File: config.mk
export PLATFORM = sky130hd
export DESIGN_NAME = max_divisor_count_search
export DESIGN_NICKNAME = d
export VERILOG_FILES = /design/src/design/mdcs_pkg.sv /design/src/design/mdcs_rem.sv /design/src/design/mdcs_dp.sv /design/src/design/mdcs_ctrl.sv /design/src/design/max_divisor_count_search.sv
export SDC_FILE = /design/constraint.sdc
export NUM_CORES = 1
export LEC_CHECK = 0
export BUFFER_PORTS_ARGS = -buffer_cell sky130_fd_sc_hd__buf_2
export CAP_MARGIN = 20
export CELL_PAD_IN_SITES_DETAIL_PLACEMENT = 0
export CELL_PAD_IN_SITES_GLOBAL_PLACEMENT = 1
export CORE_MARGIN = 3
export CORE_UTILIZATION = 35
export CTS_CLUSTER_SIZE = 12
export DETAILED_ROUTE_END_ITERATION = 12
export MAX_ROUTING_LAYER = met4
export PLACE_DENSITY_LB_ADDON = 0.1
export SKIP_LAST_GASP = 1
export SYNTH_ARGS = -nofsm -noshare
export SYNTH_HDL_FRONTEND = slang
export SYNTH_HIERARCHICAL = 1
export SYNTH_SLANG_ARGS = --single-unit
File: constraint.sdc
create_clock -name clk -period 3.6 [get_ports clk]
set_input_delay 0 -clock clk [delete_from_list [all_inputs] [get_ports clk]]
set_output_delay 0 -clock clk [all_outputs]
set_load 0.005 [all_outputs]
File: src/design/mdcs_pkg.sv
// Package for the most-divisors range search.
// Holds default widths, controller states and the command/status structs.
// No dependencies.
`default_nettype none

package mdcs_pkg;

  localparam int VALUE_BITS_DEF = 20;
  localparam int COUNT_BITS_DEF = 8;

  typedef enum logic [2:0] {
    S_IDLE,
    S_CHECK,
    S_CAND,
    S_TEST,
    S_WAIT,
    S_COMMIT,
    S_FINISH
  } state_t;

  typedef struct packed {
    logic load_range;
    logic cand_init;
    logic trial_start;
    logic trial_update;
    logic cand_commit;
    logic cand_next;
    logic load_out;
  } cmd_t;

  typedef struct packed {
    logic range_empty;
    logic div_zero;
    logic cand_is_last;
    logic rem_done;
  } status_t;

endpackage

`default_nettype wire

File: src/design/mdcs_rem.sv
// Iterative remainder unit: restoring division, one quotient bit per cycle.
// Depends on mdcs_pkg; used by mdcs_dp.
`default_nettype none

module mdcs_rem #(
  parameter int VALUE_BITS = mdcs_pkg::VALUE_BITS_DEF
) (
  input  wire logic                  clk,
  input  wire logic                  rst_n,
  input  wire logic                  start,
  input  wire logic [VALUE_BITS-1:0] dividend,
  input  wire logic [VALUE_BITS-1:0] divisor,
  output logic                       busy,
  output logic                       done,
  output logic                       rem_zero
);

  localparam int BW = $clog2(VALUE_BITS);

  logic                  busy_r, busy_nxt;
  logic                  done_r, done_nxt;
  logic [BW-1:0]         bit_r, bit_nxt;
  logic [VALUE_BITS-1:0] shf_r, shf_nxt;
  logic [VALUE_BITS-1:0] div_r, div_nxt;
  logic [VALUE_BITS-1:0] rem_r, rem_nxt;
  logic [VALUE_BITS:0]   trial;
  logic [VALUE_BITS:0]   diff;

  assign trial = {rem_r, shf_r[VALUE_BITS-1]};
  assign diff  = trial - {1'b0, div_r};

  always_comb begin
    busy_nxt = busy_r;
    done_nxt = 1'b0;
    bit_nxt  = bit_r;
    shf_nxt  = shf_r;
    div_nxt  = div_r;
    rem_nxt  = rem_r;
    if (start) begin
      busy_nxt = 1'b1;
      bit_nxt  = '0;
      shf_nxt  = dividend;
      div_nxt  = divisor;
      rem_nxt  = '0;
    end else if (busy_r) begin
      shf_nxt = {shf_r[VALUE_BITS-2:0], 1'b0};
      if (trial >= {1'b0, div_r}) begin
        rem_nxt = diff[VALUE_BITS-1:0];
      end else begin
        rem_nxt = trial[VALUE_BITS-1:0];
      end
      bit_nxt = bit_r + 1'b1;
      if (bit_r == BW'(VALUE_BITS - 1)) begin
        busy_nxt = 1'b0;
        done_nxt = 1'b1;
      end
    end
  end

  always_ff @(posedge clk) begin
    if (!rst_n) begin
      busy_r <= 1'b0;
      done_r <= 1'b0;
      bit_r  <= '0;
    end else begin
      busy_r <= busy_nxt;
      done_r <= done_nxt;
      bit_r  <= bit_nxt;
    end
    shf_r <= shf_nxt;
    div_r <= div_nxt;
    rem_r <= rem_nxt;
  end

  assign busy     = busy_r;
  assign done     = done_r;
  assign rem_zero = (rem_r == '0);

endmodule

`default_nettype wire

File: src/design/mdcs_dp.sv
// Datapath: range, candidate, trial divisor, counts, best and output registers.
// Depends on mdcs_pkg and mdcs_rem.
`default_nettype none

module mdcs_dp #(
  parameter int VALUE_BITS = mdcs_pkg::VALUE_BITS_DEF,
  parameter int COUNT_BITS = mdcs_pkg::COUNT_BITS_DEF
) (
  input  wire logic                  clk,
  input  wire logic                  rst_n,
  input  wire mdcs_pkg::cmd_t        cmd,
  output mdcs_pkg::status_t          status,
  input  wire logic [VALUE_BITS-1:0] range_first,
  input  wire logic [VALUE_BITS-1:0] range_last,
  output logic      [VALUE_BITS-1:0] best_value,
  output logic      [COUNT_BITS-1:0] best_count
);

  logic [VALUE_BITS-1:0] cand_r, cand_nxt;
  logic [VALUE_BITS-1:0] last_r, last_nxt;
  logic [VALUE_BITS-1:0] div_r, div_nxt;
  logic [COUNT_BITS-1:0] cnt_r, cnt_nxt;
  logic [VALUE_BITS-1:0] bval_r, bval_nxt;
  logic [COUNT_BITS-1:0] bcnt_r, bcnt_nxt;
  logic [VALUE_BITS-1:0] oval_r, oval_nxt;
  logic [COUNT_BITS-1:0] ocnt_r, ocnt_nxt;
  logic                  rem_busy;
  logic                  rem_done;
  logic                  rem_zero;

  mdcs_rem #(
    .VALUE_BITS(VALUE_BITS)
  ) u_rem (
    .clk      (clk),
    .rst_n    (rst_n),
    .start    (cmd.trial_start),
    .dividend (cand_r),
    .divisor  (div_r),
    .busy     (rem_busy),
    .done     (rem_done),
    .rem_zero (rem_zero)
  );

  always_comb begin
    cand_nxt = cand_r;
    last_nxt = last_r;
    div_nxt  = div_r;
    cnt_nxt  = cnt_r;
    bval_nxt = bval_r;
    bcnt_nxt = bcnt_r;
    oval_nxt = oval_r;
    ocnt_nxt = ocnt_r;
    if (cmd.load_range) begin
      cand_nxt = range_first;
      last_nxt = range_last;
      bval_nxt = '0;
      bcnt_nxt = '0;
    end
    if (cmd.cand_init) begin
      div_nxt = cand_r >> 1;
      cnt_nxt = '0;
    end
    if (cmd.trial_update) begin
      div_nxt = div_r - 1'b1;
      if (rem_zero && (cnt_r != '1)) begin
        cnt_nxt = cnt_r + 1'b1;
      end
    end
    if (cmd.cand_commit && (cnt_r > bcnt_r)) begin
      bval_nxt = cand_r;
      bcnt_nxt = cnt_r;
    end
    if (cmd.cand_next) begin
      cand_nxt = cand_r + 1'b1;
    end
    if (cmd.load_out) begin
      oval_nxt = bval_r;
      ocnt_nxt = bcnt_r;
    end
  end

  always_ff @(posedge clk) begin
    if (!rst_n) begin
      cand_r <= '0;
      div_r  <= '0;
      cnt_r  <= '0;
      bval_r <= '0;
      bcnt_r <= '0;
    end else begin
      cand_r <= cand_nxt;
      div_r  <= div_nxt;
      cnt_r  <= cnt_nxt;
      bval_r <= bval_nxt;
      bcnt_r <= bcnt_nxt;
    end
    last_r <= last_nxt;
    oval_r <= oval_nxt;
    ocnt_r <= ocnt_nxt;
  end

  assign status.range_empty  = (last_r < cand_r);
  assign status.div_zero     = (div_r == '0);
  assign status.cand_is_last = (cand_r == last_r);
  assign status.rem_done     = rem_done;

  assign best_value = oval_r;
  assign best_count = ocnt_r;

`ifndef ASSERT_OFF
  a_start_idle: assert property (@(posedge clk) disable iff (!rst_n)
    cmd.trial_start |-> !rem_busy && !rem_done)
    else $error("remainder unit started while busy");

  a_done_after_busy: assert property (@(posedge clk) disable iff (!rst_n)
    rem_done |-> $past(rem_busy))
    else $error("remainder done without a running division");

  a_no_wrap: assert property (@(posedge clk) disable iff (!rst_n)
    cmd.cand_next |-> cand_r != last_r)
    else $error("candidate advanced past the end of the range");

  a_best_cleared: assert property (@(posedge clk) disable iff (!rst_n)
    cmd.load_range |=> bcnt_r == '0 && bval_r == '0)
    else $error("best not cleared at start of search");
`endif

endmodule

`default_nettype wire

File: src/design/mdcs_ctrl.sv
// Controller state machine for the search; sequences the datapath.
// Depends on mdcs_pkg.
`default_nettype none

module mdcs_ctrl (
  input  wire logic               clk,
  input  wire logic               rst_n,
  input  wire logic               in_tvalid,
  output logic                    in_tready,
  output logic                    out_tvalid,
  input  wire logic               out_tready,
  input  wire mdcs_pkg::status_t  status,
  output mdcs_pkg::cmd_t          cmd
);

  mdcs_pkg::state_t state_r, state_nxt;
  logic             ovld_r, ovld_nxt;
  logic             out_free;

  assign out_free = !ovld_r || out_tready;

  always_comb begin
    state_nxt = state_r;
    case (state_r)
      mdcs_pkg::S_IDLE: begin
        if (in_tvalid) state_nxt = mdcs_pkg::S_CHECK;
      end
      mdcs_pkg::S_CHECK: begin
        state_nxt = status.range_empty ? mdcs_pkg::S_FINISH : mdcs_pkg::S_CAND;
      end
      mdcs_pkg::S_CAND: begin
        state_nxt = mdcs_pkg::S_TEST;
      end
      mdcs_pkg::S_TEST: begin
        state_nxt = status.div_zero ? mdcs_pkg::S_COMMIT : mdcs_pkg::S_WAIT;
      end
      mdcs_pkg::S_WAIT: begin
        if (status.rem_done) state_nxt = mdcs_pkg::S_TEST;
      end
      mdcs_pkg::S_COMMIT: begin
        state_nxt = status.cand_is_last ? mdcs_pkg::S_FINISH : mdcs_pkg::S_CAND;
      end
      mdcs_pkg::S_FINISH: begin
        if (out_free) state_nxt = mdcs_pkg::S_IDLE;
      end
      default: begin
        state_nxt = mdcs_pkg::S_IDLE;
      end
    endcase
  end

  always_comb begin
    cmd       = '0;
    in_tready = 1'b0;
    case (state_r)
      mdcs_pkg::S_IDLE: begin
        in_tready      = 1'b1;
        cmd.load_range = in_tvalid;
      end
      mdcs_pkg::S_CAND: begin
        cmd.cand_init = 1'b1;
      end
      mdcs_pkg::S_TEST: begin
        cmd.trial_start = !status.div_zero;
      end
      mdcs_pkg::S_WAIT: begin
        cmd.trial_update = status.rem_done;
      end
      mdcs_pkg::S_COMMIT: begin
        cmd.cand_commit = 1'b1;
        cmd.cand_next   = !status.cand_is_last;
      end
      mdcs_pkg::S_FINISH: begin
        cmd.load_out = out_free;
      end
      default: begin
        cmd = '0;
      end
    endcase
  end

  always_comb begin
    ovld_nxt = ovld_r;
    if (cmd.load_out) begin
      ovld_nxt = 1'b1;
    end else if (out_tready) begin
      ovld_nxt = 1'b0;
    end
  end

  always_ff @(posedge clk) begin
    if (!rst_n) begin
      state_r <= mdcs_pkg::S_IDLE;
      ovld_r  <= 1'b0;
    end else begin
      state_r <= state_nxt;
      ovld_r  <= ovld_nxt;
    end
  end

  assign out_tvalid = ovld_r;

`ifndef ASSERT_OFF
  a_wait_follows_start: assert property (@(posedge clk) disable iff (!rst_n)
    cmd.trial_start |=> state_r == mdcs_pkg::S_WAIT)
    else $error("division started without waiting for it");

  a_load_out_free: assert property (@(posedge clk) disable iff (!rst_n)
    cmd.load_out |-> !ovld_r || out_tready)
    else $error("output overwritten before it was taken");

  a_accept_check: assert property (@(posedge clk) disable iff (!rst_n)
    cmd.load_range |=> state_r == mdcs_pkg::S_CHECK)
    else $error("accepted word not checked");
`endif

endmodule

`default_nettype wire

File: src/design/max_divisor_count_search.sv
// Top level of the most-divisors range search by trial division.
// Depends on mdcs_pkg, mdcs_ctrl, mdcs_dp, mdcs_rem.
//
// Channel  Dir  Ports                     Word
// in       in   in_tvalid/tready/tdata    range_first, range_last
// out      out  out_tvalid/tready/tdata   best_value, best_count
//
// Each trial divisor is checked in the bit-serial remainder unit.
// A value v is tried with each divisor from floor(v/2) down to 1.
// Reset is synchronous, active low; no clearing pass.
// A new word is taken while the previous result waits in the output register;
// the search holds in its final state until that register is free.
`default_nettype none

module max_divisor_count_search #(
  parameter int VALUE_BITS = mdcs_pkg::VALUE_BITS_DEF,
  parameter int COUNT_BITS = mdcs_pkg::COUNT_BITS_DEF,
  localparam int IN_W  = ((2 * VALUE_BITS + 7) / 8) * 8,
  localparam int OUT_W = ((VALUE_BITS + COUNT_BITS + 7) / 8) * 8
) (
  input  wire logic             clk,
  input  wire logic             rst_n,
  input  wire logic             in_tvalid,
  output logic                  in_tready,
  // range_first, range_last
  input  wire logic [IN_W-1:0]  in_tdata,
  output logic                  out_tvalid,
  input  wire logic             out_tready,
  // best_value, best_count
  output logic      [OUT_W-1:0] out_tdata
);

  mdcs_pkg::cmd_t        cmd;
  mdcs_pkg::status_t     status;
  logic [VALUE_BITS-1:0] best_value;
  logic [COUNT_BITS-1:0] best_count;

  mdcs_ctrl u_ctrl (
    .clk        (clk),
    .rst_n      (rst_n),
    .in_tvalid  (in_tvalid),
    .in_tready  (in_tready),
    .out_tvalid (out_tvalid),
    .out_tready (out_tready),
    .status     (status),
    .cmd        (cmd)
  );

  mdcs_dp #(
    .VALUE_BITS(VALUE_BITS),
    .COUNT_BITS(COUNT_BITS)
  ) u_dp (
    .clk         (clk),
    .rst_n       (rst_n),
    .cmd         (cmd),
    .status      (status),
    .range_first (in_tdata[VALUE_BITS-1:0]),
    .range_last  (in_tdata[2*VALUE_BITS-1:VALUE_BITS]),
    .best_value  (best_value),
    .best_count  (best_count)
  );

  assign out_tdata = OUT_W'({best_count, best_value});

endmodule

`default_nettype wire

Yosys cells after proc, flatten, opt, wreduce, memory -nomap -nowiden --
Cells that the tools add are included.
Word-level totals: register bits 195, logic and storage cells 89
Operators by class: reduce and logical (&&, ||, !) cells 17, equal/unequal tests 12, bitwise logic cells 2, $add $sub $neg 5, magnitude comparators 3, multiplexer cells 34
Operators by type and width (count):
- 20-bit two-way mux | 9
- 20-bit zero test | 2
- 8-bit two-way mux | 5
- 21-bit by 20-bit greater-or-equal comparator with 1-bit output | 1
- 3-bit case mux with 7 select lines | 1
- 20-bit by 1-bit adder with 20-bit output (second input constant) | 1
- 20-bit == test | 1
- 20-bit less-than comparator | 1
- 20-bit by 1-bit subtractor with 20-bit output (second input constant) | 1
- 20-bit subtractor | 1
- 3-bit two-way mux | 5
- 1-bit two-way mux | 13
- 2-bit nonzero test | 5
- 3-bit == test (second input constant) | 3
- 8-bit by 1-bit adder with 8-bit output (second input constant) | 1
- 8-bit > comparator | 1
- 8-bit != test (second input constant) | 1
- 3-bit by 2-bit == test with 1-bit output (second input constant) | 2
- 5-bit by 1-bit adder with 5-bit output (second input constant) | 1
- 5-bit == test (second input constant) | 1
- 2-bit by 1-bit != test with 1-bit output (second input constant) | 2
- 3-bit by 1-bit == test with 1-bit output (second input constant) | 1
- 1-bit zero test | 3
- 3-bit zero test | 1
- 8 further kinds | 10

Longest topological paths before layout --
Gate-level depths: netlist of the first run.
depth after elaboration 5, gate-level depth with buffers 15, mapped depth without buffers 12

Modules after synthesis --
Netlist of the first run, hierarchy kept.
Modules (own cells, without submodules):
- mdcs_dp | area an instance 5925.7 sq um, cells each 617, instances 1, seq. area each 2962.8 sq um
- mdcs_rem | area an instance 3696.0 sq um, cells each 344, instances 1, seq. area each 1741.7 sq um
- mdcs_ctrl | area an instance 300.3 sq um, cells each 38, instances 1, seq. area each 80.1 sq um
- max_divisor_count_search | area an instance 33.8 sq um, cells each 5, instances 1, seq. area each 0.0 sq um

Worst setup path after synthesis of the first run --
OpenSTA, ideal clock, no wires.
path kind reg2reg, start register u_dp.div_r[11], end register u_dp.u_rem.shf_r[0], enable pin, clock period less this slack 3109 ps, setup slack 491 ps, stages on the path, launching flop included 8, library setup time 394 ps, buffers on the path 1, data arrival time 2715 ps, path through dfxtp_1 or4_4 or3_4 nor4_1 and4bb_2 inv_1 clkbuf_1 nand2_1
RTL lines:
- from (decl) | RTL line mdcs_dp.sv:21 | logic [VALUE_BITS-1:0] div_r, div_nxt;
- from (signal assigned) | RTL line mdcs_dp.sv:91 | div_r <= div_nxt;
- to (signal assigned) | RTL line mdcs_rem.sv:70 | shf_r <= shf_nxt;
- to (decl) | RTL line mdcs_rem.sv:23 | logic [VALUE_BITS-1:0] shf_r, shf_nxt;

==> results of run 1 <==
==> power by group <==
group	leakage (nW)	switching [mW]	internal (mW)
Clock	0.316	0.958	1.14
Combinational	2.61	1.24	0.901
Sequential	1.67	0.248	2.53
Total	4.59	2.45	4.57
==> routing by layer <==
layer	part of all wire	up-vias	GRT usage	wire length, um
met2	0.48	135	0.311	13600
met1	0.47	3743	0.253	13200
met5	0	-	-	0
li1	-	3901	-	-
met4	0.023	0	0.0608	656
met3	0.026	29	0.0254	726
==> state kept, by name, indices dropped and copies added, names as in the netlist, 3 cells and up <==
name,cells
u_dp/cnt_r,8
u_dp/best_count,8
u_ctrl/state_r,3
u_dp/bcnt_r,8
u_dp/best_value,20
u_dp/u_rem/bit_r,5
u_dp/last_r,20
u_dp/bval_r,20
u_dp/cand_r,20
u_dp/u_rem/shf_r,20
u_dp/u_rem/rem_r,20
u_dp/div_r,20
u_dp/u_rem/div_r,20
==> layout by cell type, fill, tap and decap left out, drive strengths merged, types with 15 or more instances in the layout <==
cell type | Yosys | layout
ha | 53 | 53
edfxtp | 88 | 88
clkbuf | 35 | 17
dfxtp | 107 | 107
xnor2 | 16 | 16
buf | 16 | 106
mux2 | 21 | 21
nor4 | 18 | 18
nand4 | 25 | 25
a21oi | 71 | 71
nand2 | 120 | 120
nand3 | 25 | 25
dlygate4sd3 | 0 | 42
nor2 | 66 | 66
xor2 | 15 | 15
mux2i | 45 | 45
inv | 60 | 66
o21ai | 35 | 35
nor3 | 22 | 22
a211oi | 22 | 22
==> cell families (layout without fill, tap and decap cells) <==
group | Yosys count | count (layout)
other | 1 | 4
xor gates and xnor gates | 31 | 31
DFF | 195 | 195
AOI/OAI and AO/OA | 213 | 213
adders and majority gates | 54 | 54
muxes | 66 | 66
and+or+nand+nor | 331 | 331
buffers and inverters | 113 | 242
==> cell type report <==
type | count | area share
sequential | 195 | 0.402
multi-input combinational | 699 | 0.397
timing repair buffer | 148 | 0.0868
tap | 378 | 0.0397
clock buffer | 17 | 0.0357
clock inverter | 15 | 0.0197
inverter | 62 | 0.0195
==> timing repair <==
item	in CTS	in global routing
hold buffers	42	0
endpoints found under the setup margin	0	0
endpoints found under the hold margin	42	0
==> metrics by stage <==
| stage | instances | hold slack (ps) | power, mW | setup slack, ps |
|---|---|---|---|---|
| 2_1_floorplan | 1007 | 98.9 | 4.34 | 491 |
| 6_report | 1514 | 191 | 7.02 | 270 |
| 4_1_cts | 1514 | 185 | 7.09 | 285 |
| 3_3_place_gp | 1440 | 177 | 4.94 | 418 |
| 5_1_grt | 1514 | 205 | 7.46 | 7.25 |
| 3_5_place_dp | 1440 | 178 | 4.93 | 319 |
==> final timing paths <==
check	startpoint	slack [ps]	end
setup / recovery	u_dp/cand_r[18]	270	u_dp/cand_r[9]
hold / removal	rst_n	190	u_dp/div_r[5]
setup reg to reg	u_dp/cand_r[18]	270	u_dp/cand_r[9]
hold reg to reg	u_dp/bval_r[5]	430	u_dp/best_value[5]
==> worst register-to-register path, cell delays in order, from the launching register on <==
cell and delay (ps):
dfxtp_1 560, inv_1 120, ha_1 340, nand4_1 140
nor3_1 270, nand4_1 180, nor3_1 450, nor3_2 120
buf_4 250, nor2b_1 220, buf_4 260, nand2_1 100
o21ai_0 80, a21oi_1 50, nor2_1 130
==> metrics.md, run 1 <==
| Metric | Value |
|---|---|
| First-pass GRT wire length | `around 45 mm` |
| Die Ht | `175 um` |
| # setup viols final | `0` |
| GRT Overall Usage | `0.192` |
| CP Class | `reg2reg` |
| CP Depth | `14` |
| Post-route ant nets | `0` |
| Initial antenna violation count | `0` |
| Worst Hold Class | `in2reg` |
| Crit path DAT | `3690 ps` |
| Layout area overhead | `19.6%` |
| GPL Wtd Cong | `0.852` |
| Die area | `between 0.03 and 0.04 mm^2` |
| Crit-path max FO | `26` |
| Area of the multi-input gates | `0.00472 mm^2` |
| Max_slew headroom | `0.351` |
| Power Dens Cells | `around 590 mW/mm^2` |
| Clock sinks | `around 200` |
| Slew @ Worst Pin | `about 970 ps` |
| Vias | `just under 8000` |
| RSZ-0062 raised after global routing | `no` |
| Setup Skew | `around 13 ps` |
| Adder-cell share of the synthesized area | `0.0686` |
| Max Cap Viol | `0` |
| Port Buffers | `73` |
| Worst Path Buf+Inv | `3` |
| Postcts setup bufs | `0` |
| Core outline area | `around 0.028 mm^2` |
| Reg2Reg Depth | `14` |
| Clock-pin slew on the worst setup and hold paths | `approximately 80 ps` |
| Outcome | `finished, final reports clean` |
| Largest family of logic cells by synthesized area | `simple AND/OR/NAND/NOR gates` |
| Worst Hold Depth | `3` |
| Cells along the critical path | `inv_1, ha_1, nand4_1, nor3_1, nand4_1, nor3_1, nor3_2, buf_4, nor2b_1, buf_4, nand2_1, o21ai_0, a21oi_1, nor2_1` |
| GRT Residual Overflow | `0` |
| Seq cells post-synth | `195` |
| Number of global-route vias before repair | `7736` |
| Deepest clock path buffer count | `2` |
| H-Tree Depth | `4` |
| Final count of pins violating max slew | `0` |
| Kind of end point of the critical path | `flip-flop` |
| Mapped Cells | `1004` |
| Synth Flop Type | `dfxtp_1` |
| Worst-skew pair later-pin latency | `approximately 430 ps` |
| Row count | `61` |
| Fmax achieved | `roughly 300 MHz` |
| Hpwl dp | `around 20 mm` |
| Synth Area in XOR/XNOR | `0.0273` |
| Lkg Pwr | `4.59 nW` |
| Share of cells above drive strength 1 | `0.162` |
| Drt initial violations | `roughly 500` |
| N_diodes | `0` |
| Setup TNS | `0 ps` |
| Per-cell routed wire length | `18.6 um` |
| Most frequent cells after synthesis | `118 x nand2_1, 107 x dfxtp_1, 88 x edfxtp_1, 69 x a21oi_1, 66 x nor2_1` |
| Min cycle time layout | `3330 ps` |
| Synth Cell Area | `0.00996 mm^2` |
| DRC | `0` |
| Largest net degree at the start of global routing | `between 40 and 50` |
| Startpoint types | `flip-flop` |
| CP required | `3960 ps` |
| Vias per cell | `5.16` |
| Detailed Route WL | `28.2 mm` |
| Count leader, synth | `nand2_1` |
| Number of synthesized flops with an enable pin | `88` |
| 1st-pass router iterations | `4` |
| Post-layout util | `0.426` |
| Maximum VDD drop | `between 0.2 and 0.3 mV` |
| Layout net count | `about 1200` |
| Critical path's slowest cell | `dfxtp_1` |
| Resize count post-CTS | `0` |
| Synth area leaders | `edfxtp_1 27%, dfxtp_1 22%, ha_1 6.7%` |
| Top delay family on crit path | `simple AND/OR/NAND/NOR gates` |
| Initial core utilization | `0.356` |
| Synth cell types | `75` |
| CTS tree | `done` |
| Register area | `~0.0048 mm^2` |
| Asr flop ratio synth | `0` |
| Crit share post-route | `0.925` |
| Syn_area_per_cell | `9.92 um^2` |
| Num CTS Buffers | `17` |
| I/O Pins | `78` |
| Fill count | `2769` |
| Yosys top cell by area | `edfxtp_1` |
| Slowest stage delay, CP | `approximately 560 ps` |
| Placed cell areas | `between 0.01 and 0.015 mm^2` |
| Seq/Total Area, Yosys | `0.481` |
| Compound-Gate Fraction of Synth Area | `0.143` |
| Synth warnings | `6` |
| Simple logic cell fraction of the synthesized area | `0.162` |
| Final Cell Area | `approximately 0.012 mm^2` |
| Final hold violations | `0` |
| Post-synthesis mux area share | `0.0690` |
| Top-area cell type share of the netlist area | `0.265` |
| Clk root buf | `clkbuf_16` |
| Die width | `between 150 and 200 um` |
(Power assumes the default switching activity.)
==> run 2: changes to the inputs <==
--- a/config.mk
+++ b/config.mk
@@ -10,7 +10,7 @@
 export CELL_PAD_IN_SITES_DETAIL_PLACEMENT = 0
 export CELL_PAD_IN_SITES_GLOBAL_PLACEMENT = 1
 export CORE_MARGIN = 3
-export CORE_UTILIZATION = 35
+export CORE_UTILIZATION = 47
 export CTS_CLUSTER_SIZE = 12
 export DETAILED_ROUTE_END_ITERATION = 12
 export MAX_ROUTING_LAYER = met4
==> metrics.md, run 2 (same netlist as run 1, synthesis figures left out) <==
| Metric | Value |
|---|---|
| Tot Pwr | `6.68 mW (-4.9%)` |
| Clock-pin slew on the worst setup and hold paths | `80 ps (about the same)` |
| Power Dens Cells | `573 mW/mm^2 (-2.8%)` |
| DRC | `0 (unchanged)` |
| Largest net degree at the start of global routing | `46 (unchanged)` |
| Fmax achieved | `315 MHz (+5.0%)` |
| Outcome | `finished, final reports clean` |
| Worst-skew pair later-pin latency | `430 ps (about the same)` |
| GRT Residual Overflow | `0 (unchanged)` |
| Most common cell after layout, fill and taps aside | `nand2_1` |
| First-pass GRT wire length | `41.0 mm (-8.4%)` |
| N_diodes | `0 (unchanged)` |
| Int Power | `4.33 mW (-5.2%)` |
| Hold Slack | `173 ps (-18.4 ps)` |
| Max Cap Viol | `0 (unchanged)` |
| Post-route ant nets | `0 (unchanged)` |
| Row count | `52 (-15%)` |
| Final hold violations | `0 (unchanged)` |
| Commonest non-fill, non-tap cells in the layout | `118 x nand2_1, 107 x dfxtp_1, 88 x edfxtp_1, 73 x buf_2, 69 x a21oi_1` |
| Lkg Pwr | `4.53 nW (-1.4%)` |
| Detailed Route WL | `25.5 mm (-9.4%)` |
| Die width | `152 um (-13%)` |
| Combinational Power Share | `0.312 (+0.007)` |
| Num CTS Buffers | `17 (unchanged)` |
| Layout net count | `1217 (-0.33%)` |
| Critical path's slowest cell | `or4_4` |
| Clock sinks | `195 (unchanged)` |
| Initial antenna violation count | `0 (unchanged)` |
| CTS tree | `done` |
| Setup Skew | `15.3 ps (+2.82 ps)` |
| Resize count post-CTS | `0 (unchanged)` |
| Number of global-route vias before repair | `7605 (-1.7%)` |
| Cells along the critical path | `or4_4, or3_4, nor4_1, and4bb_2, inv_1, nand2_1, buf_4` |
| Hold endpoint | `u_dp/div_r[6]` |
| Min cycle time layout | `3170 ps (-159 ps)` |
| Die area | `0.0230 mm^2 (-25%)` |
| I/O Pins | `78 (unchanged)` |
| Hpwl dp | `17.5 mm (-14%)` |
| Seq pwr share | `0.415 (+0.020)` |
| Vias | `7855 (+0.60%)` |
| Initial core utilization | `0.486 (+0.129)` |
| GPL Wtd Cong | `0.847 (-0.61%)` |
| Kind of end point of the critical path | `flip-flop` |
| Reg2Reg Depth | `7 (-7)` |
| Clk root buf | `clkbuf_16` |
| Setup Slack @ Placement | `442 ps (+123 ps)` |
| # setup viols final | `0 (unchanged)` |
| Startpoint types | `flip-flop` |
| Maximum VDD drop | `0.338 mV (+19%)` |
| Crit share post-route | `0.881 (-0.0442)` |
| H-Tree Depth | `4 (unchanged)` |
| Worst Hold Class | `in2reg` |
| Setup TNS | `0 ps (unchanged)` |
| Per-cell routed wire length | `18.2 um (-2.1%)` |
| Core outline area | `0.0205 mm^2 (-27%)` |
| CP Class | `reg2reg` |
| Reg2reg setup slack | `430 ps (+160 ps)` |
| Final count of pins violating max slew | `0 (unchanged)` |
| Worst Min Path Start | `rst_n` |
| Sw power | `2.34 mW (-4.4%)` |
| Worst Hold Depth | `4 (+1)` |
| 1st-pass router iterations | `5 (+1)` |
| Die Ht | `152 um (-13%)` |
| Deepest clock path buffer count | `2 (unchanged)` |
| Slew @ Worst Pin | `951 ps (-21.7 ps)` |
| Layout area overhead | `17.0%` |
| Drt initial violations | `592 (+17%)` |
| GRT Overall Usage | `0.234 (+0.0418)` |
| Power share of the clock group | `0.273 (-0.027)` |
| FF-to-FF End | `u_dp/u_rem/shf_r[7]` |
| Worst setup margin | `429 ps (+159 ps)` |
| Crit-path max FO | `22 (-15%)` |
| Max_slew headroom | `0.365 (+0.0145)` |
| Crit path DAT | `3330 ps (-360 ps)` |
| FF-to-FF Start | `u_dp/div_r[11]` |
| CP required | `3760 ps (-200 ps)` |
| Share of cells above drive strength 1 | `0.156 (-0.00561)` |
| RSZ-0062 raised after global routing | `no` |
| Fill count | `1799 (-35%)` |
| Vias per cell | `5.60 (+8.6%)` |
| Port Buffers | `73 (unchanged)` |
| Switch share | `0.351 (+0.00181)` |
| Slowest stage delay, CP | `560 ps (about the same)` |
## run 2: worst max path at each step
| stage | depth (start not counted) | endpoint | slack (ps) | startpoint |
|---|---|---|---|---|
| after CTS | 7 | u_dp/u_rem/shf_r[19] | 440 | u_dp/div_r[11] |
| after floorplan | 7 | u_dp/u_rem/shf_r[0] | 490 | u_dp/div_r[11] |
| final | 7 | u_dp/u_rem/shf_r[7] | 430 | u_dp/div_r[11] |
| after global placement | 14 | u_dp/cand_r[3] | 560 | u_dp/cand_r[14] |
| after detailed placement | 7 | u_dp/u_rem/shf_r[14] | 440 | u_dp/div_r[11] |
| after global routing | 7 | u_dp/u_rem/shf_r[19] | 260 | u_dp/div_r[11] |
## run 2: critical path, delay by kind of cell, from the launching register on
family        cells  cell delay (ps)
simple gates      5             1930
buf+inv           2              590
flops             1              370
## run 2: what timing repair did
| action | 4_1_cts | 5_1_grt |
|---|---|---|
| buffers inserted | 0 | 0 |
| endpoints found under the hold margin | 43 | 0 |
| hold buffers | 42 | 0 |
## run 2: area by class of cell
type | instances | area [um^2] | area share
clock buffer | 20 | 437 | 0.0375
clock inverter | 12 | 121 | 0.0104
inverter | 62 | 233 | 0.0200
multi-input combinational | 699 | 4720 | 0.405
sequential | 195 | 4780 | 0.411
tap | 270 | 338 | 0.0290
timing repair buffer | 144 | 1020 | 0.0872
## run 2: metrics by stage
step / cell area [um^2] / cells / util
CTS: 11600 / 1402 / 0.568
floorplan: 9970 / 1007 / -
detailed placement: 10700 / 1328 / 0.521
global route: 11600 / 1402 / 0.568
global placement: 10700 / 1328 / 0.521
finish: 11600 / 1402 / 0.568
## run 2: power groups by stage
stage,clock [mW],sequential [mW],combinational (mW)
2_1_floorplan,0,2.72,1.62
3_3_place_gp,0,2.82,2.03
3_5_place_dp,0,2.81,2.03
4_1_cts,1.86,2.77,2.08
5_1_grt,1.95,2.80,2.32
6_report,1.82,2.77,2.08
## run 2: routing by layer
layer / wire [um] / share of wire / vias up / global-route usage
li1: - / - / 3907 / -
met1: 12600 / 0.49 / 3730 / 0.331
met2: 11700 / 0.46 / 200 / 0.359
met3: 1000 / 0.039 / 18 / 0.0315
met4: 265 / 0.010 / 0 / 0.0584
met5: 0 / 0 / - / -
==> run 3: changes to the inputs <==
--- a/config.mk
+++ b/config.mk
@@ -9,6 +9,7 @@
 export CAP_MARGIN = 20
 export CELL_PAD_IN_SITES_DETAIL_PLACEMENT = 0
 export CELL_PAD_IN_SITES_GLOBAL_PLACEMENT = 1
+export CORE_ASPECT_RATIO = 2
 export CORE_MARGIN = 3
 export CORE_UTILIZATION = 47
 export CTS_CLUSTER_SIZE = 12
@@ -18,5 +19,4 @@
 export SKIP_LAST_GASP = 1
 export SYNTH_ARGS = -nofsm -noshare
 export SYNTH_HDL_FRONTEND = slang
-export SYNTH_HIERARCHICAL = 1
 export SYNTH_SLANG_ARGS = --single-unit
==> metrics.md, run 3 <==
| Metric | Value |
|---|---|
| Switch share | `0.381 (+0.0308)` |
| Synth cell types | `71 (-5.3%)` |
| Combinational Power Share | `0.363 (+0.051)` |
| Die Ht | `210 um (+39%)` |
| Die area | `0.0228 mm^2 (-0.86%)` |
| Setup TNS | `0 ps (unchanged)` |
| Deepest clock path buffer count | `2 (unchanged)` |
| # setup viols final | `0 (unchanged)` |
| Post-route ant nets | `0 (unchanged)` |
| Drt initial violations | `445 (-25%)` |
| Min cycle time layout | `3170 ps (-0.626 ps)` |
| I/O Pins | `78 (unchanged)` |
| Mapped Cells | `1035 (+3.1%)` |
| Syn_area_per_cell | `9.49 um^2 (-4.3%)` |
| Max_slew headroom | `0.247 (-0.118)` |
| Fill count | `1900 (+5.6%)` |
| Postcts setup bufs | `0 (unchanged)` |
| Clock-pin slew on the worst setup and hold paths | `70 ps (about the same)` |
| CP Class | `reg2reg` |
| Seq pwr share | `0.395 (-0.020)` |
| Synth warnings | `0 (-6)` |
| Setup Skew | `9.42 ps (-5.90 ps)` |
| Sw power | `2.88 mW (+23%)` |
| Seq/Total Area, Yosys | `0.487 (+0.00667)` |
| Final count of pins violating max slew | `0 (unchanged)` |
| First-pass GRT wire length | `44.2 mm (+8.0%)` |
| Most common cell after layout, fill and taps aside | `dfxtp_1` |
| DRC | `0 (unchanged)` |
| Count leader, synth | `dfxtp_1` |
| Top-area cell type share of the netlist area | `0.269 (+0.00369)` |
| Port Buffers | `73 (unchanged)` |
| Layout net count | `1224 (+0.58%)` |
| Crit share post-route | `0.881 (about the same)` |
| Setup Slack @ Placement | `444 ps (+2.15 ps)` |
| Resize count post-CTS | `0 (unchanged)` |
| Post-layout util | `0.557 (-0.0108)` |
| Slew @ Worst Pin | `1100 ps (+150 ps)` |
| CP required | `3960 ps (+200 ps)` |
| Int Power | `4.67 mW (+7.8%)` |
| Hold Slack | `72.7 ps (-100 ps)` |
| Row count | `74 (+42%)` |
| H-Tree Depth | `4 (unchanged)` |
| GRT Overall Usage | `0.263 (+0.0292)` |
| Clk root buf | `clkbuf_16` |
| Vias per cell | `5.82 (+3.8%)` |
| Max Cap Viol | `0 (unchanged)` |
| Initial core utilization | `0.480 (-0.00589)` |
| Synth area leaders | `edfxtp_1 27%, dfxtp_1 22%, ha_1 6.6%` |
| Number of global-route vias before repair | `8370 (+10%)` |
| Layout area overhead | `16.2%` |
| Final Cell Area | `0.0114 mm^2 (-2.1%)` |
| Num CTS Buffers | `17 (unchanged)` |
| Per-cell routed wire length | `19.9 um (+9.1%)` |
| Asr flop ratio synth | `0 (unchanged)` |
| Core outline area | `0.0205 mm^2 (-0.16%)` |
| Crit path DAT | `3530 ps (+200 ps)` |
| Yosys top cell by area | `edfxtp_1` |
| Outcome | `finished, final reports clean` |
| Vias | `8180 (+4.1%)` |
| Die width | `108 um (-29%)` |
| Lkg Pwr | `4.30 nW (-5.1%)` |
| Commonest non-fill, non-tap cells in the layout | `107 x dfxtp_1, 94 x nand2_1, 88 x edfxtp_1, 85 x a21oi_1, 74 x o21ai_0` |
| Synth Cell Area | `0.00982 mm^2 (-1.4%)` |
| GRT Residual Overflow | `0 (unchanged)` |
| N_diodes | `0 (unchanged)` |
| GPL Wtd Cong | `0.889 (+5.0%)` |
| Maximum VDD drop | `0.396 mV (+17%)` |
| Tot Pwr | `7.55 mW (+13%)` |
| Startpoint types | `flip-flop` |
| Final hold violations | `0 (unchanged)` |
| Detailed Route WL | `27.9 mm (+9.4%)` |
| Number of synthesized flops with an enable pin | `88 (unchanged)` |
| 1st-pass router iterations | `5 (unchanged)` |
| Largest net degree at the start of global routing | `65 (+41%)` |
| Crit-path max FO | `64 (+190%)` |
| Placed cell areas | `0.0104 mm^2 (-2.3%)` |
| Clock sinks | `195 (unchanged)` |
| Initial antenna violation count | `0 (unchanged)` |
| Seq cells post-synth | `195 (unchanged)` |
| Power Dens Cells | `662 mW/mm^2 (+16%)` |
| Synth Flop Type | `dfxtp_1` |
| Placed insts | `1332 (+0.30%)` |
| Kind of end point of the critical path | `flip-flop` |
| Worst Hold Class | `in2reg` |
| Hpwl dp | `20.9 mm (+19%)` |
| Fmax achieved | `315 MHz (about the same)` |
| Power share of the clock group | `0.243 (-0.030)` |
| RSZ-0062 raised after global routing | `no` |
| Most frequent cells after synthesis | `107 x dfxtp_1, 94 x nand2_1, 88 x edfxtp_1, 85 x a21oi_1, 74 x o21ai_0` |
| Worst setup margin | `430 ps (+0.626 ps)` |
| Fin cells | `1406 (+0.29%)` |
| Share of cells above drive strength 1 | `0.125 (-0.0318)` |
| CTS tree | `done` |
| Worst-skew pair later-pin latency | `440 ps (about the same)` |
## run 3: worst max-delay path, cell delays in order (launching register included)
cell      delay, ps
dfxtp_1         350
inv_1            80
ha_1            190
or4b_1          540
nor3_2          240
nand2_1         170
o31ai_4         230
buf_4           530
nand2_2         130
or4_4           540
o211ai_2         80
## run 3: cell type report
type / count / area [um^2] / share of cell area
Sequential cell: 195 / 4780 / 0.419
Multi-Input combinational cell: 718 / 4560 / 0.400
Timing Repair Buffer: 134 / 941 / 0.0825
Clock buffer: 19 / 433 / 0.0380
Tap cell: 266 / 333 / 0.0292
Inverter: 61 / 229 / 0.0201
Clock inverter: 13 / 126 / 0.0111
## run 3: logic make-up (layout without fill, tap and decap cells)
kind of cell               Yosys count  in the layout  share of synthesized area
buffers and inverters              125            227                     0.0515
muxes                               17             17                     0.0177
DFF                                195            195                      0.487
and+or+nand+nor                    346            346                      0.180
adders and majority gates           53             53                     0.0683
AOI/OAI and AO/OA                  277            277                      0.176
other                                1              4                   0.000382
xor gates and xnor gates            21             21                     0.0187
## run 3: power groups by stage
stage	sequential [mW]	clock, mW	combinational (mW)
after global placement	3.03	0	2.70
after detailed placement	3.03	0	2.70
after global routing	3.02	1.96	3.05
after CTS	2.98	1.88	2.75
after floorplan	2.89	0	1.96
final	2.98	1.83	2.74
## run 3: repair_timing
action	in CTS	in global routing
hold buffers	42	0
endpoints found under the setup margin	0	0
hold endpoints to repair	41	0
## run 3: layer usage
| metal | GRT usage | routed length (um) |
|---|---|---|
| met5 | - | 0 |
| met4 | 0.155 | 1720 |
| met3 | 0.0392 | 781 |
| met2 | 0.486 | 15700 |
| met1 | 0.253 | 9730 |
## run 3: worst paths after layout
kind	from	to	slack [ps]	cells past startpoint
hold / removal	out_tready	u_ctrl.out_tvalid	70	4
setup / recovery	u_dp.div_r[0]	u_dp.u_rem.rem_r[16]	430	10
setup reg to reg	u_dp.div_r[0]	u_dp.u_rem.rem_r[16]	430	10
hold reg to reg	u_dp.bval_r[9]	u_dp.best_value[9]	430	0
